<file path="src/sv/wpe_pkg.sv">
// ----------------------------------------------------------------------------
// Weighted percentile engine package
// Shared types, widths and codes for the percentile engine.
// ----------------------------------------------------------------------------
package wpe_pkg;

  localparam int unsigned MAX_ENTRIES_DEF = 256;

  localparam int unsigned VAL_W  = 32;
  localparam int unsigned WGT_W  = 40;
  localparam int unsigned FRAC_W = 17;
  localparam int unsigned TC_W   = 58;
  localparam int unsigned QUOT_W = 17;

  localparam logic [FRAC_W-1:0] Q16_ONE  = 17'd65536;
  localparam logic [FRAC_W-1:0] Q16_HALF = 17'd32768;

  localparam logic [1:0] OP_CLEAR  = 2'd0;
  localparam logic [1:0] OP_APPEND = 2'd1;
  localparam logic [1:0] OP_QUERY  = 2'd2;

  localparam logic [2:0] METH_HAVG  = 3'd0;
  localparam logic [2:0] METH_WAVG  = 3'd1;
  localparam logic [2:0] METH_ROUND = 3'd2;
  localparam logic [2:0] METH_EMP   = 3'd3;
  localparam logic [2:0] METH_EMPAV = 3'd4;

  typedef struct packed {
    logic [VAL_W-1:0] value;
    logic [WGT_W-1:0] weight;
    logic [WGT_W-1:0] cumulative;
  } entry_t;

  typedef struct packed {
    logic             start;
    logic [TC_W-1:0]  dividend;
    logic [WGT_W-1:0] divisor;
  } div_req_t;

  typedef struct packed {
    logic              done;
    logic [QUOT_W-1:0] quot;
  } div_rsp_t;

endpackage

</file>
<file path="src/sv/wpe_divider.sv">
// ----------------------------------------------------------------------------
// Fraction divider
// Restoring divider giving a Q.16 quotient saturated to 1.0, one bit a cycle.
// ----------------------------------------------------------------------------
module wpe_divider (
  input  logic              clk_i,
  input  logic              rst_ni,
  input  wpe_pkg::div_req_t req_i,
  output wpe_pkg::div_rsp_t rsp_o
);
  import wpe_pkg::*;

  logic              busy_q;
  logic              done_q;
  logic              sat_q;
  logic [4:0]        step_q;
  logic [TC_W-1:0]   rem_q;
  logic [TC_W-1:0]   dsh_q;
  logic [QUOT_W-1:0] quot_q;
  logic [TC_W-1:0]   lim;
  logic              fits;

  assign lim  = {1'b0, req_i.divisor, 17'd0};
  assign fits = rem_q >= dsh_q;

  always_ff @(posedge clk_i or negedge rst_ni) begin
    if (!rst_ni) begin
      busy_q <= 1'b0;
      done_q <= 1'b0;
      step_q <= '0;
    end else begin
      done_q <= 1'b0;
      if (req_i.start) begin
        if (req_i.divisor == '0 || req_i.dividend >= lim) begin
          done_q <= 1'b1;
        end else begin
          busy_q <= 1'b1;
          step_q <= 5'd16;
        end
      end else if (busy_q) begin
        step_q <= step_q - 5'd1;
        if (step_q == '0) begin
          busy_q <= 1'b0;
          done_q <= 1'b1;
        end
      end
    end
  end

  always_ff @(posedge clk_i) begin
    if (req_i.start) begin
      sat_q  <= (req_i.divisor == '0) || (req_i.dividend >= lim);
      rem_q  <= req_i.dividend;
      dsh_q  <= {2'd0, req_i.divisor, 16'd0};
      quot_q <= '0;
    end else if (busy_q) begin
      if (fits) begin
        rem_q <= rem_q - dsh_q;
      end
      dsh_q  <= dsh_q >> 1;
      quot_q <= {quot_q[QUOT_W-2:0], fits};
    end
  end

  always_comb begin
    rsp_o.done = done_q;
    if (sat_q || quot_q > Q16_ONE) begin
      rsp_o.quot = Q16_ONE;
    end else begin
      rsp_o.quot = quot_q;
    end
  end

endmodule

</file>
<file path="config.mk">
export PLATFORM = sky130hd
export DESIGN_NAME = wpe_divider
export DESIGN_NICKNAME = d
export VERILOG_FILES = /design/src/sv/wpe_pkg.sv /design/src/sv/wpe_divider.sv
export SDC_FILE = /design/constraint.sdc
export NUM_CORES = 1
export LEC_CHECK = 0
export BUFFER_PORTS_ARGS = -buffer_cell sky130_fd_sc_hd__buf_2
export CAP_MARGIN = 20
export CORE_MARGIN = 3
export CORE_UTILIZATION = 25
export DETAILED_ROUTE_END_ITERATION = 6
export PLACE_DENSITY = 0.51
export SYNTH_ARGS = -nofsm -noshare
export SYNTH_HDL_FRONTEND = slang
export SYNTH_SLANG_ARGS = --single-unit
</file>
<file path="constraint.sdc">
create_clock -name clk_i -period 11.55 [get_ports clk_i]
set_input_delay 1.155 -clock clk_i [delete_from_list [all_inputs] [get_ports clk_i]]
set_output_delay 1.155 -clock clk_i [all_outputs]
set_load 0.02 [all_outputs]
</file>
Word-level counts from Yosys, hierarchy flattened
Cells that the tools add are included.
W data, S select, Z words.

operators by class
  $add $sub $neg = 2
  order comparisons = 3
  equality and inequality tests = 1
  muxes and demuxes = 17
  reductions and logical operators = 8

operator list
  operator                number
  $mux W58                3
  $mux W56                2
  $ge A58 B56 Y1          1
  $ge A58 B57 Y1          1
  $sub A58 B56 Y58        1
  $logic_not A40 Y1       1
  $gt A17 B17 Y1 const B  1
  $mux W17                1
  $mux W5                 3
  $mux W1                 8
  $logic_not A5 Y1        1
  $sub A5 B1 Y5 const B   1
  $reduce_and A2 Y1       2
  $reduce_bool A2 Y1      2
  $logic_or A1 B1 Y1      2
  $ne A2 B2 Y1 const B    1

storage, ports and cells
  register bits after elaboration = 139
  input port bits = 101
  output and inout bits = 18
  word-level logic and storage cells = 39

Depth between registers and ports, before layout
Gate-level depths: netlist of run 1.

  depth after elaboration = 4
  gate-level depth with buffers = 13
  depth with buffers taken out = 13

Least setup slack after synthesis of run 1
OpenSTA, ideal clock, no wires.

  path kind = flip-flop to flip-flop
  from = register rem_q[0]
  to = register rem_q[0] (enable)
  library setup time = 554 ps
  arrival time = 6411 ps
  required time = 10996 ps
  setup slack = 4585 ps
  stages on the path, launching flop included = 14
  path buffers = 0
  clock period less this slack = 6965 ps
  path through = edfxtp_1 > inv_1 > ha_1 > fa_1 > nor2b_1 > o31a_1 > o311ai_2 > a21oi_1 > o21bai_1 > a2111oi_2 > o21ai_1 > nand2_1 > a21oi_1 > o21ai_0

on the way
  cells in the longest elaborated chain, start to end = 3

ends and longest elaborated chain
  what                          RTL line           RTL
  start, declared               wpe_divider.sv:17  logic [TC_W-1:0] rem_q;
  start signal, assigned        wpe_divider.sv:53  rem_q <= req_i.dividend;
  start signal, assigned        wpe_divider.sv:58  rem_q <= rem_q - dsh_q;
  $ge A58 B56 Y1                wpe_divider.sv:24  assign fits = rem_q >= dsh_q;
  $reduce_bool A2 Y1 (no line)  n/a
  $reduce_and A2 Y1 (no line)   n/a

Every way passes these cells.
A chain may end at the register's enable or synchronous reset.

Final worst setup path of run 1
  from = register dsh_q[9]
  to = register rem_q[16] (enable)

on the way
  cells in the longest elaborated chain, start to end = 3

ends and longest elaborated chain
  what                          RTL line           RTL
  start, declared               wpe_divider.sv:18  logic [TC_W-1:0] dsh_q;
  start signal, assigned        wpe_divider.sv:54  dsh_q <= {2'd0, req_i.divisor, 16'd0};
  start signal, assigned        wpe_divider.sv:60  dsh_q <= dsh_q >> 1;
  $ge A58 B56 Y1                wpe_divider.sv:24
  $reduce_bool A2 Y1 (no line)  n/a
  $reduce_and A2 Y1 (no line)   n/a

Every way passes these cells.

==> flow_summary_export.csv, run 1 <==
group,metric,value,unit
status,status,"finished clean",
clock_network,cts_inserted_buffers,17,
logic_synthesis,netlist_area,0.01059,mm^2
sta,fmax,229.4,MHz
logic_synthesis,netlist_instances,1211,
pwr,ir_drop,111.0,uV
cells_and_area,fin_cells,1838,
logic_synthesis,synth_enable_flop_cells,99,
logic_synthesis,async_flop_share,0.05036,
run,cap_violations,0,
clock_network,cts.path.max_buffers,2,
floorplanning,pin_count,119,
floorplanning,core_area,0.04129,mm^2
cells_and_area,drive_gt1_frac,0.1394,
sta,maxSlewViolCount,0,
logic_synthesis,syn-num-nets,1411,
clock_network,numClockSinks,139,
cells_and_area,final_nets,1493,
sta,setup_viol,0,
cells_and_area,insertedDiodeCount,0,
routing,firstDrtPassIters,5,
floorplanning,dieArea,0.04485,mm^2
critical_path,worst-setup-path-type,"flop to flop",
min_path,hold_path_depth,2,
sta,holdWs,0.4998,ns
floorplanning,die_w,211.8,um
routing,ant_nets,0,
cells_and_area,regArea,0.003810,mm^2
clock_network,cts_resized,0,
global_route,track_usage,0.1400,
global_route,grt_max_degree,136,
sta,post-route-period-util,0.3774,
logic_synthesis,ys_ff_latch,139,
cells_and_area,syn_to_final_growth,14.82,%
cells_and_area,multi_input_area,0.006032,mm^2
routing,drcViolationCount,0,
sta,fin_skew,0.01312,ns
sta,setup-tns-final,0,ns
sta,rsz0062_at_grt,"no",
critical_path,worst-endpoint-required,11.61,ns
floorplanning,die_h,211.8,um
clock_network,cts_setup_buffers,0,
pwr,power,3.493,mW
sta,worstMarginPinSlew,1.080,ns
critical_path,end_kind,"flop",
routing,via_count,8973,
clock_network,hold_buffers,0,
routing,via_per_inst,4.882,
pwr,p_leak,5.427,nW
pwr,power.density,287.3,mW/mm^2
global_route,grt_pass1_vias,8645,
clock_network,root_buffer,"clkbuf_16",
logic_synthesis,postSynthAreaPerCell,8.742,um^2
critical_path,start_kind,"flop",
global_route,grt_first_pass_wirelength,48780,um
clock_network,cts_tree,"yes",
logic_synthesis,synth_area_leaders,"edfxtp_1 (28%), ha_1 (12%), dfxtp_1 (6.2%)",
critical_path,crit_arrival,4.42,ns
logic_synthesis,synth_warnings,0,
placed_design,gp_congestion,0.8848,
sta,setup_slack,7.191,ns
cells_and_area,fill_cells,4449,
placed_design,io_buffers,118,
critical_path,reg2reg_depth,13,
placed_design,dp_cells,1805,
critical_path,crit_fanout,44,
placed_design,dpl_worst_slack,7.168,ns
global_route,antenna_found_initial,0,
floorplanning,initial_core_util,0.2564,
sta,min_period,4.359,ns
floorplanning,rows,74,
min_path,hold_path_class,"flop to flop",
placed_design,dp_hpwl,24560,um
logic_synthesis,yosysTopAreaCell,"edfxtp_1",
clock_network,path_clk_slew,0.07,ns
sta,hold_violations,0,
global_route,overflow,0,
clock_network,insertion_delay,0.44,ns
logic_synthesis,synth_cell_types,77,
logic_synthesis,synth.top_cell.area_share,0.2808,
sta,timing.slew.headroom,0.2800,
routing,wirelength,31530,um
routing,drt_iter0_drc,578,
routing,wl_per_cell,17.15,um
logic_synthesis,synth_ff_type,"edfxtp_1",
logic_synthesis,seq_area_frac_synth,0.3598,
clock_network,cts_max_level,4,
==> registers in the layout, indices dropped and copies added, names as in the netlist <==
name / flops
busy_q: 1
sat_q: 1
dsh_q: 56
quot_q: 17
done_q: 1
step_q: 5
rem_q: 58
==> logic make-up after synthesis <==
family                   count (synthesis)  synth area share
adder cells (fa/ha/maj)                 99            0.1177
AND/OR/NAND/NOR                        370            0.1604
multiplexers                            33           0.03120
AO/OA/AOI/OAI                          340            0.2145
buffers and inverters                  176           0.07174
XOR/XNOR                                54           0.04468
flip-flops                             139            0.3598
==> where the power goes <==
| part | switching, mW | internal, mW |
|---|---|---|
| clock network | 0.227 | 0.310 |
| logic | 1.26 | 0.815 |
| registers | 0.0915 | 0.787 |
| total | 1.58 | 1.91 |
==> placed cells by master (no fill, tap or decap), types with 14 or more instances in the layout <==
cell       instances
nand2_1          157
inv_1            117
buf_2            117
edfxtp_1          99
ha_1              98
nor2_1            88
o21ai_0           78
a21oi_1           74
a21o_1            50
o31ai_1           40
nand4_1           34
xnor2_1           34
mux2i_1           33
dfxtp_1           33
nor4_1            21
xor2_1            20
clkbuf_16         19
and2_1            17
o21bai_1          14
==> path summary, 6_finish.rpt <==
check                            endpoint  slack [ns]     start
worst min-delay path             dsh_q[0]        0.50  dsh_q[0]
max in group asynchronous          busy_q       10.82    rst_ni
min in group asynchronous       step_q[2]        0.55    rst_ni
worst min register to register   dsh_q[0]        0.50  dsh_q[0]
worst max register to register  rem_q[16]        7.19  dsh_q[9]
worst max-delay path            rem_q[16]        7.19  dsh_q[9]
==> metrics by stage <==
| stage | area [um^2] | util |
|---|---|---|
| after floorplan | 10590 | - |
| after global placement | 11570 | 0.2801 |
| after detailed placement | 11570 | 0.2801 |
| after CTS | 12140 | 0.2939 |
| after global routing | 12160 | 0.2944 |
| final | 12160 | 0.2944 |
==> worst max-delay path: stages, from the launching register on <==
cell	delay, ns
dfxtp_1	0.36
inv_1	0.06
ha_1	0.35
nand2_1	0.17
nor3_2	0.43
o311ai_2	0.20
a21oi_1	0.23
o21bai_1	0.16
a2111oi_2	0.51
o21ai_1	0.15
nand2_1	0.11
a21oi_1	0.13
o21ai_4	0.46
buf_4	0.64
==> layer usage <==
layer | GRT usage | wire (um) | vias up
met5 | 0 | 0 | -
met4 | 0.02956 | 337 | 0
met3 | 0.03171 | 1863 | 20
met2 | 0.2159 | 13840 | 229
met1 | 0.2007 | 15490 | 4227
li1 | - | - | 4497
==> area by class of cell <==
class                      instances  share of cell area
clock buffer                      22             0.04169
clock inverter                    10            0.005147
inverter                         117             0.03613
multi-input combinational        896              0.4962
sequential                       139              0.3134
tap                              532             0.05476
timing repair buffer             122             0.05260
==> synthesized netlist by cell type (20+ instances only) <==
| library cell | count |
|---|---|
| nand2_1 | 158 |
| inv_1 | 117 |
| edfxtp_1 | 99 |
| ha_1 | 98 |
| nor2_1 | 88 |
| o21ai_0 | 79 |
| a21oi_1 | 74 |
| a21o_1 | 50 |
| o31ai_1 | 40 |
| clkbuf_1 | 38 |
| nand4_1 | 34 |
| xnor2_1 | 34 |
| dfxtp_1 | 33 |
| mux2i_1 | 33 |
| nor4_1 | 21 |
| xor2_1 | 20 |
No activity file was read; power rests on OpenSTA's default activity.
==> inputs of run 2 (changes only) <==
--- a/config.mk
+++ b/config.mk
@@ -5,12 +5,13 @@
 export SDC_FILE = /design/constraint.sdc
 export NUM_CORES = 1
 export LEC_CHECK = 0
+export ABC_AREA = 1
 export BUFFER_PORTS_ARGS = -buffer_cell sky130_fd_sc_hd__buf_2
 export CAP_MARGIN = 20
 export CORE_MARGIN = 3
 export CORE_UTILIZATION = 25
 export DETAILED_ROUTE_END_ITERATION = 6
-export PLACE_DENSITY = 0.51
+export PLACE_DENSITY = 0.5
 export SYNTH_ARGS = -nofsm -noshare
 export SYNTH_HDL_FRONTEND = slang
 export SYNTH_SLANG_ARGS = --single-unit
==> constraint.sdc (replaced) <==
create_clock -name clk_i -period 4.03 [get_ports clk_i]
set_input_delay 0.403 -clock clk_i [delete_from_list [all_inputs] [get_ports clk_i]]
set_output_delay 0.403 -clock clk_i [all_outputs]
set_load 0.02 [all_outputs]
==> run 2 against run 1 <==
Clock-buffer cell count shrank 2. Clock skew shrank 0.0021 ns. Sequential share of layout area shrank 4.4 points. Largest cell class unchanged. Synthesized cell count grew 59%. Total power grew to 3.2 times the previous value. Non-clock buffer count grew 5.
==> flow_summary_export.csv, run 2 <==
group,metric,value,unit
status,status,"finished clean",
routing,wirelength,45170,um
sta,setup_viol,0,
logic_synthesis,synth_top_family_by_area,"simple AND/OR/NAND/NOR gates",
pwr,power.switching,5.839,mW
global_route,grt_first_pass_wirelength,68520,um
cells_and_area,fill_cells,5439,
logic_synthesis,postSynthAreaPerCell,6.371,um^2
sta,setup_slack,1.117,ns
sta,maxSlewViolCount,0,
pwr,power.density,789.2,mW/mm^2
floorplanning,die_h,227.3,um
floorplanning,dieArea,0.05165,mm^2
logic_synthesis,synth_area_leaders,"edfxtp_1 (24%), nand2_1 (21%), inv_1 (12%)",
cells_and_area,top_register,"rem_q",
cells_and_area,syn_to_final_growth,15.62,%
routing,via_per_inst,4.532,
global_route,track_usage,0.1760,
global_route,overflow,0,
run,cap_violations,0,
routing,firstDrtPassIters,5,
logic_synthesis,synth.top_cell.area_share,0.2429,
sta,rsz0062_at_grt,"no",
min_path,hold_path_class,"primary input to flop",
critical_path,cpLargestDelayFamily,"simple AND/OR/NAND/NOR gates",
clock_network,cts_max_level,4,
floorplanning,pin_count,119,
sta,min_period,2.913,ns
routing,via_count,12080,
clock_network,numClockSinks,139,
pwr,p_leak,7.601,nW
sta,setup-tns-final,0,ns
critical_path,crit_arrival,3.02,ns
placed_design,dpl_cell_area,0.01356,mm^2
logic_synthesis,synth_xor_area_frac,0.01073,
clock_network,path_clk_slew,0.07,ns
pwr,swShare,0.5228,
critical_path,worst-setup-path-type,"flop to flop",
clock_network,root_buffer,"clkbuf_16",
cells_and_area,final_cell_mix,"nand2_1 (694), inv_1 (399), nor2_1 (159), buf_2 (118), nand3_1 (112)",
sta,fmax,343.3,MHz
critical_path,start_kind,"flop",
cells_and_area,insertedDiodeCount,0,
logic_synthesis,async_flop_share,0.05036,
logic_synthesis,synth_mux_area_frac,0,
placed_design,dpl_worst_slack,1.107,ns
critical_path,crit_chain,"inv_1 > ha_1 > nand2_1 > nor2_1 > and2_1 > nand3_1 > nand2_1 > nand3_1 > nand3_1 > nand2_1 > nand2_2 > buf_12",
critical_path,path_buf_inv,2,
cells_and_area,largest_reg_flops,58,
cells_and_area,stdcell_area,0.01415,mm^2
clock_network,cts.path.max_buffers,2,
logic_synthesis,yosysTopAreaCell,"edfxtp_1",
floorplanning,initial_core_util,0.2547,
logic_synthesis,synth-compound-area-share,0.07872,
cells_and_area,reg.largest.list,"rem_q: 58 flops, dsh_q: 56 flops, quot_q: 17 flops",
floorplanning,die_w,227.3,um
logic_synthesis,netlist_area,0.01224,mm^2
logic_synthesis,synthTopCellsByCount,"nand2_1 (695), inv_1 (400), nor2_1 (159)",
critical_path,worst_path_largest_cell_delay,0.35,ns
floorplanning,rows,80,
cells_and_area,layout_commonest_cell,"nand2_1",
clock_network,insertion_delay,0.45,ns
logic_synthesis,synthSimpleGateAreaFrac,0.3631,
logic_synthesis,synth_adder_area_share,0.1018,
pwr,ir_drop,295.2,uV
clock_network,cts_resized,0,
global_route,grt_pass1_vias,12000,
global_route,antenna_found_initial,0,
critical_path,cp.depth,12,
cells_and_area,drive_gt1_frac,0.1059,
clock_network,cts_inserted_buffers,17,
pwr,p_comb_frac,0.646,
placed_design,io_buffers,118,
routing,wl_per_cell,16.95,um
routing,ant_nets,0,
logic_synthesis,synth_warnings,0,
logic_synthesis,syn-num-nets,2121,
sta,hold_violations,0,
logic_synthesis,seq_area_frac_synth,0.3112,
cells_and_area,final_nets,2237,
critical_path,cp_slowest_cell,"buf_12",
logic_synthesis,synth_cell_types,36,
sta,worstMarginPinSlew,0.8620,ns
sta,fin_skew,0.01099,ns
critical_path,reg2reg_depth,12,
pwr,clkPwrFrac,0.141,
placed_design,gp_congestion,0.9215,
min_path,hold_path_depth,3,
routing,drcViolationCount,0,
global_route,grt_max_degree,78,
clock_network,cts_tree,"yes",
critical_path,worst-endpoint-required,4.14,ns
logic_synthesis,synth_ff_type,"edfxtp_1",
critical_path,end_kind,"flop",
logic_synthesis,yosysMostFrequentCell,"nand2_1",
pwr,p_int,5.329,mW
routing,drt_iter0_drc,764,
floorplanning,core_area,0.04805,mm^2
logic_synthesis,ys_ff_latch,139,
logic_synthesis,synth_enable_flop_cells,99,
pwr,seqPwrFrac,0.213,
sta,timing.slew.headroom,0.4253,
logic_synthesis,netlist_instances,1921,
placed_design,dp_hpwl,37490,um
sta,post-route-period-util,0.7229,
critical_path,crit_fanout,58,
cells_and_area,fin_util,0.2945,
==> run 2: cell count changes in the layout (fill, tap and decap cells not counted), sizes merged, moves of 42 or more <==
cell   previous run  this run
a21o             52         1
inv             118       414
nand3            10       119
nor2             88       179
o21ai            91        32
nand2           158       699
o22ai             4        68
o31ai            42         0
==> run 2: final cells by class <==
cell class              instances  area, um^2  share of cell area
multi-input cells            1346        6788              0.4797
clock buffers                  20       478.0             0.03378
repair buffers                127       685.7             0.04845
inverters                     406        1524              0.1077
flip-flops and latches        139        3809              0.2691
clock inverters                12       97.59            0.006897
well taps                     615       769.5             0.05438
==> run 2: worst paths after layout <==
| path | endpoint | slack [ns] | startpoint |
|---|---|---|---|
| worst max-delay path | rem_q[1] | 1.12 | dsh_q[19] |
| worst max register to register | rem_q[1] | 1.12 | dsh_q[19] |
| max in group asynchronous | step_q[2] | 3.54 | rst_ni |
| worst min register to register | quot_q[0] | 0.46 | quot_q[0] |
| worst min-delay path | rem_q[42] | 0.25 | req_i[82] |
| min in group asynchronous | step_q[4] | 0.33 | rst_ni |
==> run 2: power groups by stage <==
stage / clock, mW / combinational, mW / sequential [mW]
floorplan: 0 / 5.08 / 2.36
global placement: 0 / 7.19 / 2.38
detailed placement: 0 / 7.22 / 2.40
CTS: 1.62 / 7.26 / 2.38
global route: 1.67 / 8.20 / 2.42
finish: 1.58 / 7.21 / 2.37
==> run 2: what timing repair did <==
action / 4_1_cts / 5_1_grt
hold buffers: 1 / 0
setup endpoints to repair: 0 / 0
buffers inserted: 0 / 0
endpoints found under the hold margin: 7 / 0
==> run 2: layer usage <==
metal	vias to the layer above	global-route usage	share of wire
met2	213	0.2995	0.47
met1	5603	0.2315	0.47
met4	0	0.05729	0.026
li1	6225	-	-
met3	38	0.02347	0.034
met5	-	0	0
==> run 2: through the flow <==
stage	hold slack, ns	power [mW]	cells
floorplan	0.1074	7.443	1921
global placement	0.2481	9.568	2631
detailed placement	0.2489	9.621	2631
CTS	0.2246	11.26	2664
global route	0.2437	12.30	2665
finish	0.2492	11.17	2665
==> run 2: cell families (layout without fill, tap and decap cells) <==
group / Yosys count / after routing
DFF: 139 / 139
AOI/OAI and AO/OA: 171 / 171
adders and majority gates: 99 / 99
and+or+nand+nor: 1061 / 1061
xor gates and xnor gates: 15 / 15
buffers and inverters: 436 / 565
==> run 2: tightest hold or removal path, cell delays in order <==
cell	delay, ns
buf_2	0.09
nand2_1	0.05
nand2_1	0.05
==> inputs of run 3 (changes only) <==
==> constraint.sdc (replaced) <==
create_clock -name clk_i -period 2.7 [get_ports clk_i]
set_input_delay 0.27 -clock clk_i [delete_from_list [all_inputs] [get_ports clk_i]]
set_output_delay 0.27 -clock clk_i [all_outputs]
set_load 0.02 [all_outputs]
==> run 3 against run 2 <==
Register-to-register slack worse by 0.98 ns. Utilization is 0.88 points higher. Global-route usage is 0.48 points higher. Flip-flop and latch count stayed put. Worst setup slack worse by 0.98 ns.
==> flow_summary_export.csv, run 3 (synthesized netlist as in run 2, its figures left out) <==
group,metric,value,unit
critical_path,crit_chain,"ha_1 > nand2_1 > nor2_2 > and2_2 > nand3_1 > nand2_2 > nand3_1 > nand3_1 > nand2_1 > nand2_4 > buf_12",
critical_path,reg2reg_depth,11,
global_route,overflow,0,
sta,hold_violations,0,
status,status,"finished clean",
sta,worstMarginPinSlew,0.5832,ns
floorplanning,pin_count,119,
clock_network,root_buffer,"clkbuf_16",
floorplanning,dieArea,0.05165,mm^2
global_route,antenna_found_initial,0,
critical_path,worst_path_largest_cell_delay,0.37,ns
placed_design,dp_hpwl,38990,um
critical_path,cp_slowest_cell,"edfxtp_1",
clock_network,numClockSinks,139,
floorplanning,initial_core_util,0.2547,
sta,post-route-period-util,0.9482,
floorplanning,die_w,227.3,um
clock_network,cts_tree,"yes",
critical_path,cp-startpoint,"rem_q[22]",
sta,timing.slew.headroom,0.6071,
critical_path,worst-endpoint-required,2.85,ns
cells_and_area,multi_input_area,0.006903,mm^2
sta,rsz0062_at_grt,"no",
critical_path,cp-endpoint,"rem_q[4]",
critical_path,reg2reg_from,"rem_q[22]",
sta,maxSlewViolCount,0,
cells_and_area,top_register,"rem_q",
cells_and_area,drive_gt1_frac,0.1328,
cells_and_area,reg.largest.list,"rem_q: 58 flops, dsh_q: 56 flops, quot_q: 17 flops",
run,cap_violations,0,
critical_path,start_kind,"flop",
clock_network,insertion_delay,0.46,ns
sta,fmax,390.6,MHz
cells_and_area,insertedDiodeCount,0,
critical_path,path_buf_inv,1,
cells_and_area,final_nets,2266,
cells_and_area,fin_cells,2694,
routing,firstDrtPassIters,5,
routing,ant_nets,0,
cells_and_area,largest_reg_flops,58,
critical_path,cp_common_cell,"nand3_1",
critical_path,cp.depth,11,
cells_and_area,final_cell_mix,"nand2_1 (685), inv_1 (398), nor2_1 (147), buf_2 (118), nand3_1 (112)",
critical_path,cpLargestDelayFamily,"simple AND/OR/NAND/NOR gates",
global_route,grt_max_degree,53,
routing,drcViolationCount,0,
pwr,power.density,1195,mW/mm^2
critical_path,r2r_slack,0.14,ns
floorplanning,die_h,227.3,um
global_route,grt_first_pass_wirelength,69720,um
routing,wirelength,46620,um
floorplanning,rows,80,
sta,fin_skew,0.01307,ns
placed_design,gp_congestion,0.9757,
placed_design,io_buffers,118,
critical_path,reg2reg_to,"rem_q[4]",
global_route,grt_pass1_vias,11880,
clock_network,cts.path.max_buffers,2,
cells_and_area,regArea,0.003809,mm^2
clock_network,path_clk_slew,0.07,ns
pwr,power,17.41,mW
cells_and_area,fin_util,0.3033,
floorplanning,core_area,0.04805,mm^2
critical_path,worst-setup-path-type,"flop to flop",
critical_path,crit_fanout,14,
critical_path,end_kind,"flop",
cells_and_area,layout_commonest_cell,"nand2_1",
routing,via_per_inst,4.488,
sta,min_period,2.560,ns
min_path,hold_path_class,"primary input to flop",
pwr,ir_drop,477.7,uV
pwr,p_leak,7.788,nW
global_route,track_usage,0.1808,
clock_network,cts_setup_buffers,0,
clock_network,cts_max_level,4,
critical_path,crit_arrival,2.71,ns
routing,via_count,12090,
cells_and_area,syn_to_final_growth,19.08,%
routing,wl_per_cell,17.30,um
placed_design,dp_cells,2656,
clock_network,cts_inserted_buffers,17,
routing,drt_iter0_drc,734,
sta,setup_viol,0,
cells_and_area,fill_cells,5415,
-- run 3: cell types whose count changed in the layout (fill, tap and decap cells not counted), moves of 4 or more --
cell	previous run	this run
nor2_2	17	25
clkbuf_16	18	23
nand2_2	5	13
ha_2	0	4
nor2_4	3	7
nor2_1	159	147
nand2_1	694	685
buf_4	6	30
ha_1	98	93
-- run 3: layout make-up --
type | count | area share
Timing Repair Buffer | 156 | 0.06576
Clock inverter | 9 | 0.004636
Clock buffer | 23 | 0.03726
Multi-Input combinational cell | 1346 | 0.4736
Sequential cell | 139 | 0.2613
Tap cell | 615 | 0.05280
Inverter | 406 | 0.1046
-- run 3: worst min-delay path by stage --
stage / slack, ns / endpoint / start / cells after the start
after floorplan: -0.03 / busy_q / rst_ni / 0
after global placement: 0.12 / done_q / rst_ni / 1
after detailed placement: 0.12 / step_q[3] / rst_ni / 1
after CTS: 0.07 / rem_q[11] / req_i[51] / 3
after global routing: 0.09 / rem_q[11] / req_i[51] / 3
final: 0.11 / rem_q[11] / req_i[51] / 3
-- run 3: power by group --
group	internal (mW)	leakage [nW]	total (mW)	switching, mW
clock	1.43	0.306	2.47	1.04
combinational	3.71	6.07	11.4	7.70
sequential	3.28	1.41	3.54	0.255
-- run 3: per-stage QoR --
step | setup WS [ns] | hold WS, ns | setup TNS, ns | instance area (um^2)
after global placement | -0.05583 | 0.1164 | -2.442 | 13760
final | 0.1399 | 0.1072 | 0 | 14570
after CTS | 0.04942 | 0.07297 | 0 | 14380
after global routing | 0.002953 | 0.09170 | 0 | 14570
after detailed placement | -0.05188 | 0.1202 | -2.515 | 13760
after floorplan | 0.01399 | -0.02559 | 0 | 12240
-- run 3: worst register-to-register path, cell delays in order, from the launching register on --
cell	delay (ns)
edfxtp_1	0.37
ha_1	0.37
nand2_1	0.13
nor2_2	0.17
and2_2	0.24
nand3_1	0.12
nand2_2	0.14
nand3_1	0.09
nand3_1	0.12
nand2_1	0.10
nand2_4	0.19
buf_12	0.20
-- run 3: repair_timing --
item / 4_1_cts / 5_1_grt
gates resized for setup: 2 / 34
hold endpoints to repair: 7 / 0
cloned: 0 / 4
endpoints found under the setup margin: 58 / 64
hold buffers: 1 / 0
-- run 3: routing by layer --
metal,up-vias,wire length (um),GRT usage
li1,6287,-,-
met4,0,1049,0.04939
met5,-,0,0
met3,29,1723,0.03237
met1,5559,21750,0.2371
met2,216,22090,0.3066
